$ cat src/hdl/ehr_pkg.sv
package ehr_pkg;

   localparam int DefaultHistoryDepth = 5;

   localparam int SampleWidth = 12;
   localparam int LevelWidth  = 8;
   localparam int RateWidth   = 16;
   localparam int HeartWidth  = 14;
   localparam int CsrAddrWidth = 2;
   localparam int CsrDataWidth = 16;
   localparam int ReqDataWidth = 16;
   localparam int RspDataWidth = 24;

   localparam logic [LevelWidth-1:0] LevelBase     = 8'd207;
   localparam logic [HeartWidth-1:0] HeartRateMax  = 14'd16383;
   // 3277 / 65536 reproduces floor(x / 20) exactly for every 12-bit x.
   localparam logic [11:0]           LevelRecip20  = 12'd3277;

   localparam logic [7:0]  ThresholdReset   = 8'd50;
   localparam logic [15:0] IntervalMinReset = 16'd5;
   localparam logic [15:0] IntervalMaxReset = 16'd1000;
   localparam logic [15:0] RateScaleReset   = 16'd6000;

   typedef enum logic [CsrAddrWidth-1:0] {
      CSR_LEVEL_THRESHOLD = 2'd0,
      CSR_INTERVAL_MIN    = 2'd1,
      CSR_INTERVAL_MAX    = 2'd2,
      CSR_RATE_SCALE      = 2'd3
   } csr_index_type;

   typedef enum logic [2:0] {
      S_IDLE,
      S_EVAL,
      S_RATE,
      S_OUT
   } ctrl_state_type;

   typedef struct packed {
      logic load_sample;
      logic eval;
      logic ring_write;
      logic out_load;
   } dp_cmd_type;

   typedef struct packed {
      logic beat;
      logic div_done;
   } dp_status_type;

   function automatic logic [LevelWidth-1:0] sample_to_level(
      input logic [SampleWidth-1:0] sample
   );
      logic [23:0] product;
      begin
         product = 24'(sample) * 24'(LevelRecip20);
         return LevelBase - product[23:16];
      end
   endfunction

endpackage

$ cat src/hdl/ehr_div.sv
module ehr_div #(
   parameter int DIVIDEND_W = 16
) (
   input  logic                  clock,
   input  logic                  reset,
   input  logic                  start,
   input  logic [DIVIDEND_W-1:0] dividend,
   input  logic [15:0]           divisor,
   output logic                  done,
   output logic [DIVIDEND_W-1:0] quotient
);

   localparam int CountW = $clog2(DIVIDEND_W + 1);

   logic [16:0]           rem_ff, rem_in;
   logic [DIVIDEND_W-1:0] quo_ff, quo_in;
   logic [15:0]           dvs_ff, dvs_in;
   logic [CountW-1:0]     count_ff, count_in;
   logic                  done_ff, done_in;
   logic                  zero_ff, zero_in;
   logic [16:0]           rem_shift;
   logic                  fits;

   // One quotient bit per cycle, restoring form.
   always_comb begin
      rem_shift = {rem_ff[15:0], quo_ff[DIVIDEND_W-1]};
      fits      = rem_shift >= {1'b0, dvs_ff};
      rem_in    = rem_ff;
      quo_in    = quo_ff;
      dvs_in    = dvs_ff;
      count_in  = count_ff;
      zero_in   = zero_ff;
      done_in   = 1'b0;
      if (start) begin
         rem_in   = '0;
         quo_in   = dividend;
         dvs_in   = divisor;
         zero_in  = divisor == '0;
         count_in = CountW'(DIVIDEND_W);
      end else if (count_ff != '0) begin
         rem_in   = fits ? rem_shift - {1'b0, dvs_ff} : rem_shift;
         quo_in   = {quo_ff[DIVIDEND_W-2:0], fits};
         count_in = count_ff - 1'b1;
         done_in  = count_ff == CountW'(1);
      end
   end

   always_ff @(posedge clock) begin
      if (reset) begin
         count_ff <= '0;
         done_ff  <= 1'b0;
      end else begin
         count_ff <= count_in;
         done_ff  <= done_in;
      end
      rem_ff  <= rem_in;
      quo_ff  <= quo_in;
      dvs_ff  <= dvs_in;
      zero_ff <= zero_in;
   end

   assign done     = done_ff;
   assign quotient = zero_ff ? '0 : quo_ff;

endmodule

$ cat src/hdl/ehr_dp.sv
module ehr_dp #(
   parameter int HISTORY_DEPTH = ehr_pkg::DefaultHistoryDepth
) (
   input  logic                                  clock,
   input  logic                                  reset,
   input  ehr_pkg::dp_cmd_type                   cmd,
   output ehr_pkg::dp_status_type                status,
   input  logic                                  csr_we,
   input  logic [ehr_pkg::CsrAddrWidth-1:0]      csr_addr,
   input  logic [ehr_pkg::CsrDataWidth-1:0]      csr_wdata,
   input  logic [ehr_pkg::SampleWidth-1:0]       adc_sample,
   output logic [ehr_pkg::HeartWidth-1:0]        rate_avg,
   output logic                                  beat_accepted,
   output logic [ehr_pkg::LevelWidth-1:0]        wave_level
);

   localparam int PtrW = (HISTORY_DEPTH > 1) ? $clog2(HISTORY_DEPTH) : 1;
   localparam int SumW = ehr_pkg::RateWidth + $clog2(HISTORY_DEPTH);
   localparam int LW   = ehr_pkg::LevelWidth;
   localparam int RW   = ehr_pkg::RateWidth;

   // The ring average is the sum times ceil(2^k / depth), keeping the bits above k.
   // With k = sum width + ceil(log2(depth)) this equals the integer quotient.
   localparam int RecipShift = SumW + $clog2(HISTORY_DEPTH);
   localparam int RecipW     = SumW + 1;
   localparam int ProdW      = RecipShift + SumW;
   localparam logic [RecipW-1:0] AvgRecip =
      RecipW'(((64'd1 << RecipShift) + 64'(HISTORY_DEPTH) - 64'd1) / 64'(HISTORY_DEPTH));

   logic [LW-1:0]    threshold_ff;
   logic [15:0]      int_min_ff, int_max_ff, scale_ff;

   logic [LW-1:0]    level_cur_ff, level_prev_ff, level_old_ff;
   logic [15:0]      interval_ff, interval_in;
   logic [PtrW-1:0]  ring_pos_ff, ring_pos_in;
   logic [RW-1:0]    ring_ff [HISTORY_DEPTH];
   logic [SumW-1:0]  sum_ff, sum_in;
   logic             accepted_ff;

   logic [ehr_pkg::HeartWidth-1:0] rate_out_ff;
   logic             beat_out_ff;
   logic [LW-1:0]    level_out_ff;

   logic             beat;
   logic             div_start;
   logic [15:0]      div_divisor;
   logic             div_done;
   logic [RW-1:0]    div_quotient;
   logic [RW-1:0]    new_rate;
   logic [ProdW-1:0] avg_product;
   logic [SumW-1:0]  avg_full;
   logic [ehr_pkg::HeartWidth-1:0] rate_avg_sat;

   always_ff @(posedge clock) begin
      if (reset) begin
         threshold_ff <= ehr_pkg::ThresholdReset;
         int_min_ff   <= ehr_pkg::IntervalMinReset;
         int_max_ff   <= ehr_pkg::IntervalMaxReset;
         scale_ff     <= ehr_pkg::RateScaleReset;
      end else if (csr_we) begin
         unique case (ehr_pkg::csr_index_type'(csr_addr))
            ehr_pkg::CSR_LEVEL_THRESHOLD: threshold_ff <= csr_wdata[LW-1:0];
            ehr_pkg::CSR_INTERVAL_MIN:    int_min_ff   <= csr_wdata;
            ehr_pkg::CSR_INTERVAL_MAX:    int_max_ff   <= csr_wdata;
            ehr_pkg::CSR_RATE_SCALE:      scale_ff     <= csr_wdata;
            default: ;
         endcase
      end
   end

   // The middle level is a local minimum below threshold, inside the interval window.
   assign beat = (level_prev_ff < level_old_ff) && (level_prev_ff < level_cur_ff) &&
                 (level_prev_ff < threshold_ff) &&
                 (interval_ff > int_min_ff) && (interval_ff < int_max_ff);

   assign div_start   = cmd.eval && beat;
   assign div_divisor = interval_ff;

   ehr_div #(
      .DIVIDEND_W(RW)
   ) u_div (
      .clock    (clock),
      .reset    (reset),
      .start    (div_start),
      .dividend (scale_ff),
      .divisor  (div_divisor),
      .done     (div_done),
      .quotient (div_quotient)
   );

   assign new_rate    = div_quotient;
   assign interval_in = (cmd.eval && beat) ? 16'd1 : interval_ff + 16'd1;
   assign ring_pos_in = (ring_pos_ff == PtrW'(HISTORY_DEPTH - 1)) ? '0
                                                                  : ring_pos_ff + 1'b1;
   assign sum_in      = sum_ff - SumW'(ring_ff[ring_pos_ff]) + SumW'(new_rate);

   assign avg_product  = ProdW'(sum_ff) * ProdW'(AvgRecip);
   assign avg_full     = avg_product[RecipShift +: SumW];
   assign rate_avg_sat = (avg_full > SumW'(ehr_pkg::HeartRateMax))
                         ? ehr_pkg::HeartRateMax : avg_full[ehr_pkg::HeartWidth-1:0];

   always_ff @(posedge clock) begin
      if (reset) begin
         level_prev_ff <= '0;
         level_old_ff  <= '0;
         interval_ff   <= '0;
         ring_pos_ff   <= '0;
         sum_ff        <= '0;
         for (int i = 0; i < HISTORY_DEPTH; i++) begin
            ring_ff[i] <= '0;
         end
      end else begin
         if (cmd.eval) begin
            level_old_ff  <= level_prev_ff;
            level_prev_ff <= level_cur_ff;
            interval_ff   <= interval_in;
         end
         if (cmd.ring_write) begin
            ring_ff[ring_pos_ff] <= new_rate;
            ring_pos_ff          <= ring_pos_in;
            sum_ff               <= sum_in;
         end
      end
   end

   always_ff @(posedge clock) begin
      if (cmd.load_sample) begin
         level_cur_ff <= ehr_pkg::sample_to_level(adc_sample);
      end
      if (cmd.eval) begin
         accepted_ff <= beat;
      end
      if (cmd.out_load) begin
         rate_out_ff  <= rate_avg_sat;
         beat_out_ff  <= accepted_ff;
         level_out_ff <= level_cur_ff;
      end
   end

   assign status.beat     = beat;
   assign status.div_done = div_done;

   assign rate_avg      = rate_out_ff;
   assign beat_accepted = beat_out_ff;
   assign wave_level    = level_out_ff;

`ifndef SYNTH
   a_ring_pos_range: assert property (@(posedge clock) disable iff (reset)
      ring_pos_ff <= PtrW'(HISTORY_DEPTH - 1))
      else $error("ring position beyond history depth");
`endif

endmodule

$ cat src/hdl/ehr_ctrl.sv
module ehr_ctrl (
   input  logic                   clock,
   input  logic                   reset,
   input  logic                   req_tvalid,
   output logic                   req_tready,
   output logic                   rsp_tvalid,
   input  logic                   rsp_tready,
   output ehr_pkg::dp_cmd_type    cmd,
   input  ehr_pkg::dp_status_type status
);

   ehr_pkg::ctrl_state_type state_ff, state_in;
   logic                    rsp_valid_ff, rsp_valid_in;
   logic                    out_free;

   assign out_free = !rsp_valid_ff || rsp_tready;

   always_comb begin
      state_in = state_ff;
      unique case (state_ff)
         ehr_pkg::S_IDLE:   if (req_tvalid) state_in = ehr_pkg::S_EVAL;
         ehr_pkg::S_EVAL:   state_in = status.beat ? ehr_pkg::S_RATE : ehr_pkg::S_OUT;
         ehr_pkg::S_RATE:   if (status.div_done) state_in = ehr_pkg::S_OUT;
         ehr_pkg::S_OUT:    if (out_free) state_in = ehr_pkg::S_IDLE;
         default:           state_in = ehr_pkg::S_IDLE;
      endcase
   end

   always_comb begin
      cmd        = '0;
      req_tready = 1'b0;
      unique case (state_ff)
         ehr_pkg::S_IDLE: begin
            req_tready      = 1'b1;
            cmd.load_sample = req_tvalid;
         end
         ehr_pkg::S_EVAL:   cmd.eval       = 1'b1;
         ehr_pkg::S_RATE:   cmd.ring_write = status.div_done;
         ehr_pkg::S_OUT:    cmd.out_load   = out_free;
         default: ;
      endcase
   end

   assign rsp_valid_in = cmd.out_load ? 1'b1 : (rsp_valid_ff && !rsp_tready);

   always_ff @(posedge clock) begin
      if (reset) begin
         state_ff     <= ehr_pkg::S_IDLE;
         rsp_valid_ff <= 1'b0;
      end else begin
         state_ff     <= state_in;
         rsp_valid_ff <= rsp_valid_in;
      end
   end

   assign rsp_tvalid = rsp_valid_ff;

`ifndef SYNTH
   a_no_overwrite: assert property (@(posedge clock) disable iff (reset)
      cmd.out_load |-> (!rsp_valid_ff || rsp_tready))
      else $error("result register loaded while a beat is pending");
   a_accept_to_eval: assert property (@(posedge clock) disable iff (reset)
      (state_ff == ehr_pkg::S_IDLE && req_tvalid) |=> state_ff == ehr_pkg::S_EVAL)
      else $error("accepted sample not evaluated next cycle");
   a_done_in_wait: assert property (@(posedge clock) disable iff (reset)
      status.div_done |-> state_ff == ehr_pkg::S_RATE)
      else $error("divider finished outside the wait state");
`endif

endmodule

$ cat src/hdl/ecg_heart_rate_estimator_core.sv
// Channel  Direction  Handshake              Payload
// req      in         req_tvalid/req_tready  tdata[11:0] adc_sample
// rsp      out        rsp_tvalid/rsp_tready  tdata[13:0] rate_avg, [14] beat_accepted,
//                                            [22:15] wave_level
// csr      in         csr_we                 csr_addr selects the register, csr_wdata
//
// A sample without a beat is evaluated the cycle after acceptance; its result is loaded
// once the response register is free, and the next sample is accepted after that load.
// A beat adds the serial division of scale by interval and a ring write before the load;
// the ring average is a combinational reciprocal multiply and adds no state.
// One sample in flight at a time; a held result blocks the next result load and sample.
// Reset is synchronous; it clears the ring, pointers and counters and sets CSR defaults.
module ecg_heart_rate_estimator_core #(
   parameter int HISTORY_DEPTH = ehr_pkg::DefaultHistoryDepth
) (
   input  logic                               clock,
   input  logic                               reset,
   input  logic                               req_tvalid,
   output logic                               req_tready,
   input  logic [ehr_pkg::ReqDataWidth-1:0]   req_tdata,  // [11:0] adc_sample
   output logic                               rsp_tvalid,
   input  logic                               rsp_tready,
   // [13:0] rate_avg, [14] beat_accepted, [22:15] wave_level
   output logic [ehr_pkg::RspDataWidth-1:0]   rsp_tdata,
   input  logic                               csr_we,
   input  logic [ehr_pkg::CsrAddrWidth-1:0]   csr_addr,
   input  logic [ehr_pkg::CsrDataWidth-1:0]   csr_wdata
);

   ehr_pkg::dp_cmd_type            cmd;
   ehr_pkg::dp_status_type         status;
   logic [ehr_pkg::HeartWidth-1:0] rate_avg;
   logic                           beat_accepted;
   logic [ehr_pkg::LevelWidth-1:0] wave_level;

   ehr_ctrl u_ctrl (
      .clock      (clock),
      .reset      (reset),
      .req_tvalid (req_tvalid),
      .req_tready (req_tready),
      .rsp_tvalid (rsp_tvalid),
      .rsp_tready (rsp_tready),
      .cmd        (cmd),
      .status     (status)
   );

   ehr_dp #(
      .HISTORY_DEPTH(HISTORY_DEPTH)
   ) u_dp (
      .clock         (clock),
      .reset         (reset),
      .cmd           (cmd),
      .status        (status),
      .csr_we        (csr_we),
      .csr_addr      (csr_addr),
      .csr_wdata     (csr_wdata),
      .adc_sample    (req_tdata[ehr_pkg::SampleWidth-1:0]),
      .rate_avg      (rate_avg),
      .beat_accepted (beat_accepted),
      .wave_level    (wave_level)
   );

   assign rsp_tdata = {1'b0, wave_level, beat_accepted, rate_avg};

endmodule
$ cat config.mk
export PLATFORM = sky130hd
export DESIGN_NAME = ecg_heart_rate_estimator_core
export DESIGN_NICKNAME = d
export VERILOG_FILES = /design/src/hdl/ehr_pkg.sv /design/src/hdl/ehr_div.sv /design/src/hdl/ehr_dp.sv /design/src/hdl/ehr_ctrl.sv /design/src/hdl/ecg_heart_rate_estimator_core.sv
export SDC_FILE = /design/constraint.sdc
export NUM_CORES = 1
export LEC_CHECK = 0
export BUFFER_PORTS_ARGS = -buffer_cell sky130_fd_sc_hd__buf_2
export CAP_MARGIN = 20
export CORE_MARGIN = 1.5
export CORE_UTILIZATION = 45
export CTS_BUF_LIST = sky130_fd_sc_hd__clkbuf_4 sky130_fd_sc_hd__clkbuf_8 sky130_fd_sc_hd__clkbuf_16
export DETAILED_ROUTE_END_ITERATION = 12
export PLACE_DENSITY = 0.62
export SYNTH_ARGS = -nofsm -noshare
export SYNTH_HDL_FRONTEND = slang
export SYNTH_HIERARCHICAL = 1
export SYNTH_SLANG_ARGS = --single-unit
export TNS_END_PERCENT = 50
$ cat constraint.sdc
create_clock -name clock -period 12.2 [get_ports clock]
set_input_delay 3.05 -clock clock [delete_from_list [all_inputs] [get_ports clock]]
set_output_delay 3.05 -clock clock [all_outputs]
set_load 0.1 [all_outputs]
## Word-level counts from Yosys, hierarchy flattened

Memories as Yosys holds them, arrays and structs flattened. A register that Yosys moved wholly into a read port is not among the register bits.
Cells that the tools add are included.

- Muxes and demuxes: 29
- Reductions and logical operators: 22
- $add $sub $neg: 7
- Magnitude comparators: 7
- Multiply operators: 2
- Bitwise operators: 1
- Equal/unequal tests: 11

Operators with widths:

| operator | count |
|---|---|
| two-way mux 16 bit | 6 |
| multiplier 19 x 20 -> 39 bit, second input constant | 1 |
| < comparator 8 bit | 3 |
| multiplier 12 x 12 -> 24 bit, second input constant | 1 |
| two-way mux 3 bit | 7 |
| adder 19 x 16 -> 19 bit | 1 |
| subtractor 19 x 16 -> 19 bit | 1 |
| >= comparator 17 x 16 -> 1 bit | 1 |
| > comparator 17 x 14 -> 1 bit, second input constant | 1 |
| adder 16 x 1 -> 16 bit, second input constant | 1 |
| > comparator 16 bit | 1 |
| zero test 16 bit | 1 |
| < comparator 16 bit | 1 |
| OR reduction 16 bit | 1 |
| subtractor 16 bit | 1 |
| two-way mux 1 bit | 13 |
| case mux 3 bit (4 select lines) | 1 |
| two-way mux 5 bit | 2 |
| AND reduction 2 bit | 4 |
| subtractor 8 bit, first input constant | 1 |
| equality test 3 x 2 -> 1 bit, second input constant | 2 |
| logical AND 1 bit | 6 |
| equality test 5 x 1 -> 1 bit, second input constant | 1 |
| nonzero test 5 bit | 1 |
| 17 further kinds | 20 |

- Bits of input ports: 39
- Register bits after elaboration: 201
- Output and inout port bits: 26
- Memories: 1
- Bits in writable memories: 80

Memory list:

| memory | depth | width | read ports | clocked after Yosys merged registers in | wr ports | RTL line | RTL |
|---|---|---|---|---|---|---|---|
| u_dp.ring_ff | 5 | 16 | 1 | 1 | 5 | ehr_dp.sv:36 | `logic [RW-1:0] ring_ff [HISTORY_DEPTH];` |

## Logic depth before layout (Yosys ltp)

Gate-level depths: netlist (run 1).

- Depth in word-level cells: 7
- Depth in mapped cells: 24

## Cells and area by module

The synthesis (run 1) kept the hierarchy.

Modules (own cells, without submodules):

| module | area each (sq um) | cells an instance | times used |
|---|---|---|---|
| ehr_dp | 20738.6 | 1959 | 1 |
| ehr_div | 3427.0 | 349 | 1 |
| ehr_ctrl | 229.0 | 26 | 1 |
| ecg_heart_rate_estimator_core | 18.8 | 3 | 1 |

## Least setup slack after synthesis (run 1)

OpenSTA, ideal clock, no wires.

- Path kind: input to register
- Start point: input req_tdata[1] (netlist bit)
- End point: register u_dp.level_cur_ff[6], data pin
- Data arrival time: 7.270 ns
- Buffers on the path: 0
- Setup slack: 4.669 ns
- Stages on the path: 19
- Path through: ha_1 > inv_1 > fa_1 > fa_1 > inv_1 > fa_1 > fa_1 > ha_1 > o21a_1 > o2111ai_1 > a21oi_1 > o211ai_1 > a21boi_0 > nor3_1 > nor3_1 > inv_1 > ha_1 > xnor2_1 > xnor2_1

- Word-level cells in the longest chain between the ends: 2

RTL lines:

| item | RTL line | RTL |
|---|---|---|
| start, declared | ecg_heart_rate_estimator_core.sv:20 | `input logic [ehr_pkg::ReqDataWidth-1:0] req_tdata,` |
| multiplier 12 x 12 -> 24 bit | ehr_pkg.sv:55 | `product = 24'(sample) * 24'(LevelRecip20);` |
| subtractor 8 bit | ehr_pkg.sv:56 | `return LevelBase - product[23:16];` |
| end signal, assigned | ehr_dp.sv:128 | `level_cur_ff <= ehr_pkg::sample_to_level(adc_sample);` |
| end, declared | ehr_dp.sv:33 | `logic [LW-1:0] level_cur_ff, level_prev_ff, level_old_ff;` |

Every way passes these cells.
A chain may end at the register's enable or synchronous reset.

## Worst setup path after layout (run 1)

- Start point: input req_tdata[2] (netlist bit)
- End point: register u_dp.level_cur_ff[6], data pin

The elaborated chain is that of the path after synthesis.

==> summary.md, run 1 <==
| Metric | Value |
|---|---|
| Die X | `236 microns` |
| Area Overhead vs Synth | `9.58%` |
| Worst relative slew slack | `0.262` |
| Critical Path RT | `12.50 ns` |
| Num CTS Buffers | `39` |
| Crit path kind | `in -> reg` |
| Total gr overflow | `0` |
| Syn Area/Cell | `10.4 sq um` |
| N_diodes | `0` |
| Class of the worst hold path | `reg -> reg` |
| Buffers on Ports | `59` |
| FF+latch area | `8560 sq um` |
| Final hold violation count | `0` |
| Area of the multi-input gates | `13900 sq um` |
| Status | `finished clean` |
| Initial Utilization | `0.455` |
| Worst-margin pin slew | `1.10 ns` |
| Share of cells above drive strength 1 | `0.104` |
| Crit-path max FO | `5` |
| Post-Syn Nets | `2850` |
| Post-Synth XOR/XNOR Area | `0.0233` |
| Ys Warns | `6` |
| Most frequent cell after synthesis | `inv_1` |
| Worst setup SP type | `primary input` |
| Top post-synthesis cells by count | `inv_1, ha_1, edfxtp_1, fa_1, dfxtp_1` |
| Combinational power share | `0.376` |
| Max cap viols | `0` |
| Largest net degree at the start of global routing | `76` |
| Max Slew Vio Count | `0` |
| Highest clock rate | `132 MHz` |
| Final Cycle Share | `0.620` |
| Post-CTS Resized | `0` |
| Via-to-Cell Ratio | `5.32` |
| Final Critical Period | `7.56 ns` |
| Core Region | `53700 sq um` |
| First-pass GRT wire length | `87200 microns` |
| Leakage power | `12.2 nW` |
| Nets | `2888` |
| Number of iterations in the first detailed-routing pass | `7` |
| Clock share of power | `0.282` |
| Starting DRT DRC Count | `969` |
| Vias in the first global route | `16900` |
| Synth cell types | `84` |
| Die Span Y | `236 microns` |
| DRC | `0` |
| # rows | `85` |
| Clock buffer depth | `3` |
| Largest cells by area after synthesis | `edfxtp_1, ha_1, fa_1` |
| Fraction of registers with async set or reset after synthesis | `0` |
| Power density cells | `160 nW/um^2` |
| Filler cells | `4861` |
| Worst path arrival time | `7.86 ns` |
| Top_reg_cell synth | `edfxtp_1` |
| Post-CTS Setup Inserts | `0` |
| Initial antenna violation count | `0` |
| IO Pins | `65` |
| Area share of the largest cell type after synthesis | `0.237` |
| RSZ-0062 raised after global routing | `false` |
| Total Negative Setup Slacks | `0 ns` |
| # hold bufs at CTS | `0` |
| Compound-cell area share of the yosys netlist | `0.0833` |
| CTS tree | `yes` |
| Final Cell Area | `26800 sq um` |
| GPL Wtd Cong | `0.894` |
| Synth Area in Simple Gates | `0.113` |
| Post-synth EDFFs | `193` |
| Synth Cell Area | `24400 sq um` |
| Crit. End Element | `flip-flop` |
| Register bit count reported by yosys | `331` |
| Post-synthesis mux area share | `0.0587` |
| Endpoints failing setup | `0` |
| Post-layout util | `0.498` |
| Clock transition at path regs | `0.06 ns` |
| Synthesized instance count | `2337` |
| Dpl hpwl | `39700 microns` |
| Internal | `2.75 mW` |
| Routed via count | `16500` |
| CTS Sinks | `331` |
| Drt total wl | `52800 microns` |
| Synth Area in Adders | `0.290` |
| Net switching power | `1.52 mW` |
| Clk_lat worst skew | `0.57 ns` |
| Largest family of logic cells by synthesized area | `adder cells` |
| Worst IR drop on VDD | `0.175 mV` |
| Routed wire length per instance | `17.0 microns` |
| Synth area leader | `edfxtp_1` |
| Total power | `4.27 mW` |
| CTS H-tree lvls | `2` |
| Die footprint | `55700 sq um` |
| Placed Area | `25400 sq um` |
| Flop pwr share | `0.342` |
| Root Buffer | `clkbuf_16` |
| ANT nets after route | `0` |
| Post-synthesis sequential area ratio | `0.351` |
| Total GRT Usage | `0.194` |
| Final Skew | `0.0339 ns` |
| Sw Share | `0.357` |
power by group through the flow:
stage | registers (mW) | clock network (mW) | logic (mW)
final | 1.46 | 1.20 | 1.61
after floorplan | 1.49 | 0 | 1.22
after detailed placement | 1.48 | 0 | 1.60
after global placement | 1.48 | 0 | 1.56
after global routing | 1.48 | 1.28 | 1.82
after CTS | 1.46 | 1.24 | 1.61
worst max-delay path, stage by stage:
cell and delay [ns]:
buf_2 0.14, ha_1 0.32, inv_1 0.07, fa_1 0.51, fa_1 0.55, inv_1 0.05, fa_1 0.50, fa_1 0.48
ha_1 0.30, o21a_1 0.12, o2111ai_1 0.09, a21oi_1 0.32, o211ai_1 0.17, a21boi_0 0.34, nor3_1 0.08, nor3_1 0.20
inv_1 0.07, ha_1 0.21, xnor2_1 0.19, xnor2_1 0.09
placed cells by master (no fill, tap or decap), types with 7 or more instances in the layout:
cell and count:
a211oi_1 8, a21o_1 33, a21oi_1 109, a311oi_1 7, and3_1 12, buf_2 58, buf_4 23, clkbuf_16 40
clkbuf_4 9, dfxtp_1 137, edfxtp_1 193, fa_1 154, ha_1 320, inv_1 426, mux2_2 34, mux2i_1 33
mux4_2 32, nand2_1 136, nand2b_1 30, nand3_1 43, nand3b_1 8, nand4_1 14, nor2_1 100, nor2b_1 28
nor3_1 86, nor3b_1 8, nor4_1 40, o211ai_1 11, o21a_1 10, o21ai_0 43, o21ai_1 7, o21bai_1 8
or3_1 7, xnor2_1 36, xor2_1 29
path summary, 6_finish.rpt:
| kind | to | start | slack (ns) | cells after the start |
|---|---|---|---|---|
| worst max-delay path | u_dp/level_cur_ff[6] | req_tdata[2] | 4.64 | 20 |
| worst min-delay path | u_dp/int_max_ff[10] | u_dp/int_max_ff[10] | 0.45 | 2 |
| worst max register to register | u_dp/rate_avg[7] | u_dp/sum_ff[11] | 5.28 | 23 |
| worst min register to register | u_dp/int_max_ff[10] | u_dp/int_max_ff[10] | 0.45 | 2 |
cell families after synthesis:
logic type / count (synthesis)
fa+ha+maj: 474
buf+inv: 511
flops: 331
simple gates: 550
compound gates: 306
mux: 99
xor+xnor: 65
other cells: 1
flip-flops by register name, summed over array words and instances (netlist names), 2 cells and up, named ones only:
name / flops
u_dp/div_divisor: 16
u_dp/level_prev_ff: 8
u_ctrl/state_ff: 2
u_dp/ring_ff: 128
u_dp/u_div/dvs_ff: 16
u_dp/level_old_ff: 8
u_dp/u_div/quo_ff: 16
u_dp/ring_pos_ff: 3
u_dp/int_max_ff: 16
u_dp/scale_ff: 16
u_dp/u_div/rem_ff: 16
u_dp/wave_level: 8
u_dp/u_div/count_ff: 5
u_dp/sum_ff: 19
u_dp/threshold_ff: 8
u_dp/level_cur_ff: 8
u_dp/rate_avg: 14
u_dp/int_min_ff: 16
area by class of cell:
| class | instances | area share |
|---|---|---|
| tap | 696 | 0.0326 |
| clock inverter | 19 | 0.00823 |
| timing repair buffer | 81 | 0.0173 |
| inverter | 427 | 0.0599 |
| sequential | 331 | 0.320 |
| multi-input combinational | 1495 | 0.520 |
| clock buffer | 53 | 0.0420 |
per-stage QoR:
step	hold WS (ns)	setup WS (ns)	instances
3_3_place_gp	0.442	4.08	3030
6_report	0.454	4.64	3102
2_1_floorplan	0.400	4.67	2337
3_5_place_dp	0.446	4.03	3030
4_1_cts	0.455	4.60	3102
5_1_grt	0.463	4.21	3102
per-layer routing:
metal  GRT usage  routed length, microns  vias to the layer above
met5           0                       0                        -
met4      0.0489                     958                        0
met3      0.0263                    2410                       57
met2       0.337                   25700                      295
met1       0.254                   23800                     8033
li1            -                       -                     8107
Power figures use the tool's default switching activity.
==> run 2, diff against run 1 <==
Settings changed: PLACE_DENSITY 0.62 to 0.64.
Clock period 12.2 ns to 6.15 ns, I/O delays scaled along.
==> summary.md, run 2 (same netlist as run 1, synthesis figures left out) <==
| Metric | Value |
|---|---|
| Sw Share | `0.362 (+0.00552)` |
| Buffers on Ports | `59 (unchanged)` |
| R2R Path End | `u_dp/rate_avg[7]` |
| Critical path's top delay family | `adder cells` |
| Critical Path RT | `6.44 ns (-6.06 ns)` |
| Layout Cells excl Fill | `3175 (+2.4%)` |
| CP max-delay cell | `fa_1` |
| Via-to-Cell Ratio | `5.31 (about the same)` |
| Worst setup SP type | `flip-flop` |
| Nets | `2964 (+2.6%)` |
| Die Span Y | `236 microns (unchanged)` |
| Crit-path max FO | `6 (+1)` |
| Cell count after placement | `3101 (+2.3%)` |
| Area Overhead vs Synth | `12.7%` |
| Routed via count | `16900 (+2.3%)` |
| Most common cell after layout, fill and taps aside | `inv_1` |
| Commonest non-fill, non-tap cells in the layout | `inv_1, ha_1, edfxtp_1` |
| Initial Utilization | `0.455 (unchanged)` |
| CTS Sinks | `331 (unchanged)` |
| Endpoints failing setup | `0 (unchanged)` |
| Number of iterations in the first detailed-routing pass | `5 (-2)` |
| Share of cells above drive strength 1 | `0.146 (+0.0421)` |
| Crit path cell chain | `inv_2, ha_4, fa_1, inv_2, fa_1, fa_1, fa_1, inv_1, fa_1, inv_1, ha_4, nand4_1, or3_4, o22ai_4, a21oi_4, o21ai_2, a31oi_1, xor2_1, a31oi_4, or2_2` |
| Drt total wl | `53400 microns (+1.1%)` |
| Num CTS Buffers | `38 (-2.6%)` |
| Initial antenna violation count | `1 (+1)` |
| Die footprint | `55700 sq um (unchanged)` |
| Vias in the first global route | `17400 (+3.2%)` |
| Total gr overflow | `0 (unchanged)` |
| Worst relative slew slack | `0.338 (+0.0765)` |
| Regs by FF count | `u_dp/ring_ff: 128 flops, u_dp/sum_ff: 19 flops` |
| Worst r2r src | `u_dp/sum_ff[8]` |
| IO Pins | `65 (unchanged)` |
| DRC | `0 (unchanged)` |
| Clock transition at path regs | `0.06 ns (about the same)` |
| Worst path bufs/invs | `4 (unchanged)` |
| Worst hold endpoint | `u_dp/beat_accepted` |
| R2R Setup Slk | `0.13 ns (-5.15 ns)` |
| Highest clock rate | `166 MHz` |
| Worst IR drop on VDD | `0.286 mV (+63%)` |
| Total Negative Setup Slacks | `0 ns (unchanged)` |
| R2R depth | `20 (-13%)` |
| Total power | `8.43 mW (+97%)` |
| Status | `finished clean` |
| Final Critical Period | `6.02 ns` |
| Final Cycle Share | `0.979` |
| ANT nets after route | `0 (unchanged)` |
| Hold_sp | `u_dp/accepted_ff` |
| GPL Wtd Cong | `0.891 (-0.36%)` |
| Clock buffer depth | `3 (unchanged)` |
| Core Region | `53700 sq um (unchanged)` |
| Combinational power share | `0.387 (+0.011)` |
| Total GRT Usage | `0.194 (about the same)` |
| Root Buffer | `clkbuf_16` |
| Crit path kind | `reg -> reg` |
| Flop pwr share | `0.343 (about the same)` |
| Max FFs per register | `128 (unchanged)` |
| Dpl hpwl | `40500 microns (+2.2%)` |
| Crit. End Element | `flip-flop` |
| Die X | `236 microns (unchanged)` |
| Worst path arrival time | `6.31 ns (-1.55 ns)` |
| # rows | `85 (unchanged)` |
| N_diodes | `0 (unchanged)` |
| Max Slew Vio Count | `0 (unchanged)` |
| Clk_lat worst skew | `0.57 ns (about the same)` |
| Hold path depth | `0 (-2)` |
| Critical path's most frequent cell | `fa_1` |
| Class of the worst hold path | `reg -> reg` |
| CTS H-tree lvls | `2 (unchanged)` |
| Max cap viols | `0 (unchanged)` |
| Critical Path Max Stage Delay | `0.59 ns (+0.04 ns)` |
| Clock share of power | `0.270 (-0.012)` |
| # hold bufs at CTS | `0 (unchanged)` |
| Largest net degree at the start of global routing | `74 (-2.6%)` |
| Final Skew | `0.0310 ns (-0.00293 ns)` |
| Final hold violation count | `0 (unchanged)` |
| Reg with most FFs | `u_dp/ring_ff` |
| Leakage power | `12.6 nW (+2.6%)` |
| First-pass GRT wire length | `87800 microns (+0.64%)` |
| CTS tree | `yes` |
| RSZ-0062 raised after global routing | `true` |
| Worst-margin pin slew | `0.990 ns (-0.111 ns)` |
| Power density cells | `306 nW/um^2 (+92%)` |
| Starting DRT DRC Count | `1019 (+5.2%)` |
| Routed wire length per instance | `16.8 microns (-1.2%)` |
| Internal | `5.37 mW (+96%)` |
| Net switching power | `3.05 mW (+100%)` |
==> run 2: cell types whose count changed in the layout (fill, tap and decap cells not counted), moves of 4 or more <==
| cell | delta |
|---|---|
| buf_4 | +73 |
| inv_2 | +11 |
| ha_1 | -13 |
| buf_6 | +4 |
| clkbuf_4 | -4 |
| inv_1 | -11 |
| clkinv_1 | +4 |
| ha_4 | +11 |
| clkbuf_8 | -4 |
==> run 2: layout make-up <==
cell class | count | area (sq um)
fillers | 4747 | 26200
multi-input cells | 1495 | 14200
flip-flops and latches | 331 | 8560
inverters | 427 | 1600
repair buffers | 158 | 1060
clock buffers | 43 | 988
well taps | 696 | 871
clock inverters | 25 | 264
==> run 2: stage by stage <==
step	cell area (sq um)	hold WS, ns	utilization	setup WS, ns
global placement	25900	0.416	0.483	-0.283
CTS	27300	0.449	0.508	0.00183
finish	27500	0.444	0.512	0.132
global route	27500	0.444	0.512	-0.0588
floorplan	24400	0.400	-	0.131
detailed placement	25900	0.435	0.483	-0.387
==> run 2: per-layer routing <==
metal / up-vias / track usage / part of all wire / routed length (microns)
met5: - / 0 / 0 / 0
li1: 8240 / - / - / -
met3: 72 / 0.0269 / 0.046 / 2440
met4: 0 / 0.0504 / 0.018 / 947
met2: 353 / 0.340 / 0.49 / 26300
met1: 8199 / 0.251 / 0.45 / 23800
==> run 2: worst max path at each step <==
stage / from / to / slack, ns / cells past startpoint
after CTS: u_dp/sum_ff[11] / u_dp/rate_avg[0] / 0.002 / 25
final: u_dp/sum_ff[8] / u_dp/rate_avg[7] / 0.13 / 20
after detailed placement: u_dp/sum_ff[8] / u_dp/rate_avg[0] / -0.39 / 22
after global routing: u_dp/sum_ff[14] / u_dp/rate_avg[0] / -0.06 / 22
after global placement: req_tdata[3] / u_dp/level_cur_ff[7] / -0.28 / 19
after floorplan: req_tdata[1] / u_dp/level_cur_ff[6] / 0.13 / 19
==> run 2: power groups by stage <==
stage / Sequential, mW / Clock [mW] / Combinational, mW
CTS: 2.89 / 2.33 / 3.24
global route: 2.93 / 2.42 / 3.67
global placement: 2.93 / 0 / 3.13
finish: 2.89 / 2.28 / 3.26
floorplan: 2.96 / 0 / 2.43
detailed placement: 2.94 / 0 / 3.22
==> run 2: what timing repair did <==
item | 4_1_cts | 5_1_grt
resized for setup | 11 | 48
endpoints found under the setup margin | 14 | 16
pin swaps | 8 | 27
buffers inserted | 1 | 5
